## src/rtl/core/tcw_pkg.sv

```systemverilog
// Package for the text console writer: cell layout, operation and register
// codes, controller states and the result bundle. No dependencies.
package tcw_pkg;

  // Fixed field widths of the ports
  localparam int unsigned ModeW    = 2;
  localparam int unsigned CharW    = 8;
  localparam int unsigned RowPortW = 5;
  localparam int unsigned ColPortW = 7;
  localparam int unsigned ColorW   = 4;
  localparam int unsigned CfgIdxW  = 1;
  localparam int unsigned CellW    = CharW + 2 * ColorW;

  localparam logic [CharW-1:0]  NewlineChar = 8'd10;
  localparam logic [CharW-1:0]  BlankChar   = 8'd32;
  localparam logic [ColorW-1:0] FgReset     = 4'd15;
  localparam logic [ColorW-1:0] BgReset     = 4'd0;

  // Operation codes of an input transaction
  typedef enum logic [ModeW-1:0] {
    ModePut   = 2'd0,
    ModeClear = 2'd1,
    ModeHome  = 2'd2,
    ModeRead  = 2'd3
  } mode_e;

  // Configuration register indexes
  typedef enum logic [CfgIdxW-1:0] {
    CfgFgColor = 1'b0,
    CfgBgColor = 1'b1
  } cfg_reg_e;

  // Controller states
  typedef enum logic [2:0] {
    StIdle,
    StRead,
    StScroll,
    StFlush,
    StClear
  } state_e;

  // One grid cell as stored: background in the top nibble, character at the bottom
  typedef struct packed {
    logic [ColorW-1:0] bg;
    logic [ColorW-1:0] fg;
    logic [CharW-1:0]  ch;
  } cell_t;

  // One result transaction
  typedef struct packed {
    logic                valid;
    logic [RowPortW-1:0] row;
    logic [ColPortW-1:0] col;
    logic [CharW-1:0]    ch;
    logic [ColorW-1:0]   fg;
    logic [ColorW-1:0]   bg;
  } result_t;

endpackage

```

## src/rtl/core/tcw_ctrl.sv

```systemverilog
// Controller of the text console: cursor, operation sequencer, scroll and
// clear sweeps over the cell store, result register. Depends on tcw_pkg.
module tcw_ctrl #(
  parameter int unsigned NUM_ROWS = 25,
  parameter int unsigned NUM_COLS = 80,
  parameter int unsigned AddrW    = 11
) (
  input  logic                          clk_i,
  input  logic                          rst_ni,
  input  logic                          start_i,
  input  logic [tcw_pkg::ModeW-1:0]     mode_i,
  input  logic [tcw_pkg::CharW-1:0]     char_code_i,
  input  logic [tcw_pkg::RowPortW-1:0]  read_row_i,
  input  logic [tcw_pkg::ColPortW-1:0]  read_col_i,
  input  logic [tcw_pkg::ColorW-1:0]    fg_i,
  input  logic [tcw_pkg::ColorW-1:0]    bg_i,
  output logic                          busy_o,
  output logic                          mem_we_o,
  output logic [AddrW-1:0]              mem_waddr_o,
  output tcw_pkg::cell_t                mem_wdata_o,
  output logic                          mem_re_o,
  output logic [AddrW-1:0]              mem_raddr_o,
  input  tcw_pkg::cell_t                mem_rdata_i,
  output tcw_pkg::result_t              res_o
);

  localparam int unsigned CellCount = NUM_ROWS * NUM_COLS;
  localparam int unsigned RowW      = $clog2(NUM_ROWS);
  localparam int unsigned ColW      = $clog2(NUM_COLS);

  tcw_pkg::state_e  state_q, state_d;
  logic [RowW-1:0]  row_q, row_d;
  logic [ColW-1:0]  col_q, col_d;
  logic [AddrW-1:0] sw_q, sw_d;
  logic             rd_ok_q, rd_ok_d;
  logic             wr_v_q, wr_v_d;
  logic [AddrW-1:0] wr_addr_q, wr_addr_d;
  logic             wr_copy_q, wr_copy_d;
  tcw_pkg::result_t res_q, res_d;

  logic             accept;
  logic             last_row;
  logic             last_col;
  logic             sw_last;
  logic             sw_copy;
  logic             fin;
  tcw_pkg::cell_t   blank;
  tcw_pkg::cell_t   fin_cell;
  logic [RowW+4:0]  row_ext;
  logic [ColW+6:0]  col_ext;

  assign busy_o   = (state_q != tcw_pkg::StIdle);
  assign accept   = start_i && !busy_o;
  assign last_row = (row_q == RowW'(NUM_ROWS - 1));
  assign last_col = (col_q == ColW'(NUM_COLS - 1));
  assign sw_last  = (sw_q == AddrW'(CellCount - 1));
  assign sw_copy  = (int'(sw_q) < int'(CellCount - NUM_COLS));
  assign blank    = '{bg: bg_i, fg: fg_i, ch: tcw_pkg::BlankChar};
  assign row_ext  = {5'd0, row_d};
  assign col_ext  = {7'd0, col_d};

  // Sequence operations and drive the cell store
  always_comb begin
    state_d     = state_q;
    row_d       = row_q;
    col_d       = col_q;
    sw_d        = sw_q;
    rd_ok_d     = rd_ok_q;
    wr_v_d      = 1'b0;
    wr_addr_d   = wr_addr_q;
    wr_copy_d   = wr_copy_q;
    mem_we_o    = 1'b0;
    mem_waddr_o = '0;
    mem_wdata_o = blank;
    mem_re_o    = 1'b0;
    mem_raddr_o = '0;
    fin         = 1'b0;
    fin_cell    = '0;

    // Retire the delayed write of a scroll copy or bottom-row blank
    if (wr_v_q) begin
      mem_we_o    = 1'b1;
      mem_waddr_o = wr_addr_q;
      mem_wdata_o = wr_copy_q ? mem_rdata_i : blank;
    end

    unique case (state_q)
      tcw_pkg::StIdle: begin
        if (accept) begin
          unique case (tcw_pkg::mode_e'(mode_i))
            tcw_pkg::ModePut: begin
              if (char_code_i == tcw_pkg::NewlineChar) begin
                col_d = '0;
                if (last_row) begin
                  sw_d    = '0;
                  state_d = tcw_pkg::StScroll;
                end else begin
                  row_d = row_q + RowW'(1);
                  fin   = 1'b1;
                end
              end else begin
                mem_we_o    = 1'b1;
                mem_waddr_o = AddrW'(int'(row_q) * NUM_COLS + int'(col_q));
                mem_wdata_o = '{bg: bg_i, fg: fg_i, ch: char_code_i};
                if (!last_col) begin
                  col_d = col_q + ColW'(1);
                  fin   = 1'b1;
                end else begin
                  col_d = '0;
                  if (last_row) begin
                    sw_d    = '0;
                    state_d = tcw_pkg::StScroll;
                  end else begin
                    row_d = row_q + RowW'(1);
                    fin   = 1'b1;
                  end
                end
              end
            end
            tcw_pkg::ModeClear: begin
              row_d   = '0;
              col_d   = '0;
              sw_d    = '0;
              state_d = tcw_pkg::StClear;
            end
            tcw_pkg::ModeHome: begin
              row_d = '0;
              col_d = '0;
              fin   = 1'b1;
            end
            tcw_pkg::ModeRead: begin
              rd_ok_d     = (int'(read_row_i) < int'(NUM_ROWS)) &&
                            (int'(read_col_i) < int'(NUM_COLS));
              mem_re_o    = 1'b1;
              mem_raddr_o = AddrW'(int'(read_row_i) * NUM_COLS + int'(read_col_i));
              state_d     = tcw_pkg::StRead;
            end
            default: ;
          endcase
        end
      end
      tcw_pkg::StRead: begin
        fin      = 1'b1;
        fin_cell = rd_ok_q ? mem_rdata_i : '0;
        state_d  = tcw_pkg::StIdle;
      end
      tcw_pkg::StScroll: begin
        // Read one row below, write it back next cycle one row up
        mem_re_o    = sw_copy;
        mem_raddr_o = AddrW'(int'(sw_q) + NUM_COLS);
        wr_v_d      = 1'b1;
        wr_addr_d   = sw_q;
        wr_copy_d   = sw_copy;
        if (sw_last) begin
          state_d = tcw_pkg::StFlush;
        end else begin
          sw_d = sw_q + AddrW'(1);
        end
      end
      tcw_pkg::StFlush: begin
        fin     = 1'b1;
        state_d = tcw_pkg::StIdle;
      end
      tcw_pkg::StClear: begin
        mem_we_o    = 1'b1;
        mem_waddr_o = sw_q;
        mem_wdata_o = blank;
        if (sw_last) begin
          fin     = 1'b1;
          state_d = tcw_pkg::StIdle;
        end else begin
          sw_d = sw_q + AddrW'(1);
        end
      end
      default: state_d = tcw_pkg::StIdle;
    endcase
  end

  // Build the result transaction
  always_comb begin
    res_d       = res_q;
    res_d.valid = fin;
    if (fin) begin
      res_d.row = row_ext[4:0];
      res_d.col = col_ext[6:0];
      res_d.ch  = fin_cell.ch;
      res_d.fg  = fin_cell.fg;
      res_d.bg  = fin_cell.bg;
    end
  end

  // Control registers
  always_ff @(posedge clk_i or negedge rst_ni) begin
    if (!rst_ni) begin
      state_q <= tcw_pkg::StIdle;
      row_q   <= '0;
      col_q   <= '0;
      wr_v_q  <= 1'b0;
      res_q   <= '0;
    end else begin
      state_q <= state_d;
      row_q   <= row_d;
      col_q   <= col_d;
      wr_v_q  <= wr_v_d;
      res_q   <= res_d;
    end
  end

  // Payload registers
  always_ff @(posedge clk_i) begin
    sw_q      <= sw_d;
    rd_ok_q   <= rd_ok_d;
    wr_addr_q <= wr_addr_d;
    wr_copy_q <= wr_copy_d;
  end

  assign res_o = res_q;

  // Checks
  a_cursor_in_grid: assert property (@(posedge clk_i) disable iff (!rst_ni)
    (int'(row_q) < int'(NUM_ROWS)) && (int'(col_q) < int'(NUM_COLS)))
    else $error("cursor left the grid");

  a_read_result: assert property (@(posedge clk_i) disable iff (!rst_ni)
    accept && (mode_i == tcw_pkg::ModeRead) |-> ##2 res_q.valid)
    else $error("read transaction gave no result two cycles later");

  a_put_writes: assert property (@(posedge clk_i) disable iff (!rst_ni)
    accept && (mode_i == tcw_pkg::ModePut) && (char_code_i != tcw_pkg::NewlineChar)
    |-> mem_we_o)
    else $error("put of a character did not write the cell store");

  a_delayed_write_state: assert property (@(posedge clk_i) disable iff (!rst_ni)
    wr_v_q |-> (state_q == tcw_pkg::StScroll) || (state_q == tcw_pkg::StFlush))
    else $error("delayed write outside a scroll");

  a_home_result: assert property (@(posedge clk_i) disable iff (!rst_ni)
    accept && (mode_i == tcw_pkg::ModeHome)
    |=> res_q.valid && (res_q.row == '0) && (res_q.col == '0))
    else $error("home did not report the cursor at the origin");

endmodule
```

## config.mk

```make
export PLATFORM = sky130hd
export DESIGN_NAME = tcw_ctrl
export DESIGN_NICKNAME = d
export VERILOG_FILES = /design/src/rtl/core/tcw_pkg.sv /design/src/rtl/core/tcw_ctrl.sv
export SDC_FILE = /design/constraint.sdc
export NUM_CORES = 1
export LEC_CHECK = 0
export ABC_AREA = 0
export BUFFER_PORTS_ARGS = -buffer_cell sky130_fd_sc_hd__buf_2
export CORE_ASPECT_RATIO = 0.5
export CORE_MARGIN = 4
export CORE_UTILIZATION = 56
export CTS_BUF_LIST = sky130_fd_sc_hd__clkbuf_4 sky130_fd_sc_hd__clkbuf_8
export DETAILED_ROUTE_END_ITERATION = 8
export PLACE_DENSITY = 0.85
export SYNTH_ARGS = -nofsm -noshare
export SYNTH_HDL_FRONTEND = slang
export SYNTH_SLANG_ARGS = --single-unit
```

## constraint.sdc

```tcl
create_clock -name clk_i -period 4.4 [get_ports clk_i]
set_clock_uncertainty 0.1 [all_clocks]
set_input_delay 0.44 -clock clk_i [delete_from_list [all_inputs] [get_ports clk_i]]
set_output_delay 0.44 -clock clk_i [all_outputs]
set_load 0.01 [all_outputs]
```

==> results.py <==
metrics = {
    "power_and_ir_drop": {
        "p_switching_uw": 1340,
        "pwr_density_cell_nw_per_um2": 616,
        "ir_drop_mv": 0.234,
        "p_int_uw": 1820,
        "power_frac_seq_pct": 38.7,
        "p_clk_share_pct": 15.4,
        "leakage_uw": 0.00250,
        "totalPowerFinal_uw": 3150,
        "sw_frac_of_total_pct": 42.4,
        "p_comb_share_pct": 45.9,
    },
    "synthesis": {
        "synth_area_leaders": "dfrtp_1 26%, edfxtp_1 17%, ha_1 7.0%, a22o_1 5.9%, mux2_2 4.5%",
        "synth-compound-area-share_pct": 18.8,
        "synth_nets": 498,
        "ys_types": 59,
        "synth_top_flop_cell": "dfrtp_1",
        "syn-cell-area_um2": 4290,
        "async_flop_share_pct": 65.2,
        "synth_edf_count": 24,
        "synth_xor_area_share_pct": 5.51,
        "synthSimpleGateAreaFrac_pct": 14.6,
        "synth-seq-cells": 69,
        "yosys_warnings": 0,
        "ys_seq_area_share_pct": 43.0,
        "synth_top_cell_by_area": "dfrtp_1",
        "synthAdderAreaFrac_pct": 8.87,
        "synth_mux_area_share_pct": 5.75,
        "syn_inst": 421,
        "synth_top_family_by_area": "compound AO/OA/AOI/OAI gates",
        "avgSynthCellArea_um2": 10.2,
        "netlist.area_leader.share_pct": 26.2,
    },
    "global_routing": {
        "met1_usage_pct": 32.8,
        "grt_max_degree": 46,
        "antenna_found_initial": 0,
        "grt_pass1_vias": 3639,
        "grt_pass1_wl_mm": 18.3,
        "busiest_layer": "met2",
        "grt.overflow.total": 0,
        "met3_usage_pct": 5.18,
        "grtUsageMet2_pct": 40.8,
        "grt_use_total_pct": 24.4,
    },
    "final_layout": {
        "final_util_pct": 69.4,
        "insertedDiodeCount": 0,
        "nets": 608,
        "drive_above_1_share_pct": 30.4,
        "synthToLayoutAreaGrowth_pct": 19.4,
        "fin_cells": 632,
    },
    "sta": {
        "worst_slew_pin_slew_ns": 1.04,
        "slew_violations": 0,
        "fin_crit_ns": 3.67,
        "fmaxAchievable_mhz": 272,
        "fin_crit_sh_pct": 83.4,
        "hold_viol": 0,
        "slew_headroom_pct": 30.7,
        "setup_tns_ns": 0,
        "setup_viol": 0,
        "fin_ws_ns": 0.730,
        "rsz0062_at_grt": "no",
    },
    "setup_path": {
        "worstSetupStartpointType": "primary input",
        "cp_top_family": "simple AND/OR/NAND/NOR gates",
        "critPathKind": "primary input to primary output",
        "worst_r2r_path_depth": 6,
        "cp_slowest_cell": "nor2b_1",
        "critical_path_buf_inv_count": 3,
        "cp.arrival_ns": 3.13,
        "worstPathMaxFanout": 13,
        "timing.rr.start": "col_q[5]$_DFF_PN0_",
        "regToRegEndpoint": "res_o[25]$_DFFE_PN0P_",
        "crit_top_cell": "buf_2",
        "regToRegSetupSlack_ns": 1.42,
        "crit_path_end_kind": "primary output",
        "cp.required_ns": 3.86,
        "slowest_delay_ns": 0.82,
        "worstPathCellList": "buf_2, or4bb_1, o211a_1, o21ai_0, buf_4, nor2b_1, mux2_2, buf_2",
    },
    "floorplanning": {
        "core_um2": 7380,
        "top_level_ports": 119,
        "start_util_pct": 58.2,
        "core.rowCount": 22,
        "die_area_um2": 9210,
        "fp.dieH_um": 69.9,
        "die_w_um": 132,
    },
    "placement": {
        "place_ws_ns": 0.772,
        "port_buffers": 118,
        "dpl.cell_count": 616,
        "dpl.hpwl_mm": 8.18,
        "gp_congestion": 0.898,
    },
    "cts": {
        "clkSlewWorstSetupHoldPaths_ns": 0.07,
        "numCtsBuffers": 9,
        "tritoncts": "yes",
        "cts_hold_buffers": 0,
        "cts-root-buf": "clkbuf_8",
        "postCtsSetupBuffers": 0,
        "cts_buffer_depth": 2,
        "insertion_delay_ns": 0.35,
        "post_cts_resized": 0,
        "cts_sinks": 69,
        "cts_htree_levels": 3,
    },
    "min_path": {
        "hold_path.class": "primary input to asynchronous set/reset pin",
    },
    "flow_run": {
        "drv_cap": 0,
    },
    "drt": {
        "wl_mm": 11.1,
        "first_pass_iters": 6,
        "avgViaCountPerCell": 6.04,
        "wl_per_cell_um": 17.6,
        "drt_iter0_drc": 341,
        "vias": 3815,
        "antenna_left": 0,
        "drc_errors": 0,
    },
    "run_status": {
        "status": "complete, no violations",
    },
}
==> cells in the mapped netlist, drive strengths merged (4+ instances only) <==
cell / number
o22ai: 6
clkbuf: 19
o21ai: 19
a22o: 29
nor3: 6
a21o: 5
a221oi: 6
nand3: 16
edfxtp: 24
nand4: 8
inv: 11
ha: 24
fa: 4
xor2: 10
nand2: 38
xnor2: 17
mux2: 21
buf: 5
o211ai: 4
nor2: 28
dfrtp: 45
a21oi: 20
==> layout make-up <==
class	instances	area (µm²)
clock buffer	11	151
inverter	13	48.8
clock inverter	5	32.5
fill	566	2250
sequential	69	1850
tap	96	120
multi-input combinational	315	2290
timing repair buffer	123	628
==> metrics by stage <==
step / area, µm² / hold WS [ns]
floorplan: 4290 / 0.0444
global placement: 4940 / 0.372
detailed placement: 4940 / 0.378
CTS: 5120 / 0.185
global route: 5120 / 0.197
finish: 5120 / 0.162
==> routing by layer <==
metal / part of all wire, % / vias to the layer above
li1: - / 1800
met1: 44 / 1845
met2: 49 / 153
met3: 6.0 / 17
met4: 1.2 / 0
met5: 0 / -
==> sequential cells by signal (all words and copies together), names as in the netlist, 3 cells and up <==
register / flops
res_o: 29
state_q: 3
sw_q: 11
row_q: 5
col_q: 7
wr_addr_q: 11
==> power by group through the flow <==
| stage | clock network, µW | logic [µW] | registers [µW] |
|---|---|---|---|
| after floorplan | 0 | 1000 | 1130 |
| after global placement | 0 | 1410 | 1210 |
| after detailed placement | 0 | 1450 | 1220 |
| after CTS | 492 | 1460 | 1210 |
| after global routing | 526 | 1610 | 1260 |
| final | 485 | 1450 | 1220 |
==> cell usage in the layout (no fill, tap or decap), types with 6 or more instances in the layout <==
master / netlist / final
mux2_2: 17 / 17
xnor2_1: 17 / 17
buf_2: 2 / 118
dfrtp_1: 45 / 45
nand4_1: 8 / 8
xor2_1: 10 / 10
nor3_1: 6 / 6
o22ai_1: 6 / 6
clkbuf_8: 0 / 11
nor2_1: 28 / 28
a21oi_1: 20 / 20
ha_1: 24 / 24
a221oi_1: 6 / 6
nand2_1: 38 / 38
nand3_1: 16 / 16
edfxtp_1: 24 / 24
a22o_1: 29 / 29
o21ai_0: 19 / 19
inv_1: 11 / 11
==> worst max path at each step <==
| stage | depth (start not counted) | from | end |
|---|---|---|---|
| floorplan | 6 | char_code_i[0] | mem_wdata_o[10] |
| global placement | 8 | char_code_i[0] | mem_wdata_o[8] |
| detailed placement | 8 | char_code_i[0] | mem_wdata_o[13] |
| CTS | 8 | char_code_i[0] | mem_wdata_o[8] |
| global route | 8 | row_q[1]$_DFF_PN0_ | mem_waddr_o[10] |
| finish | 8 | char_code_i[0] | mem_wdata_o[13] |
==> cell families (layout without fill, tap and decap cells) <==
logic type	after synthesis	after routing
buffers and inverters	37	152
adders and majority gates	28	28
DFF	69	69
AOI/OAI and AO/OA	113	113
xor gates and xnor gates	27	27
and+or+nand+nor	125	125
muxes	22	22
Power figures use the tool's default switching activity.
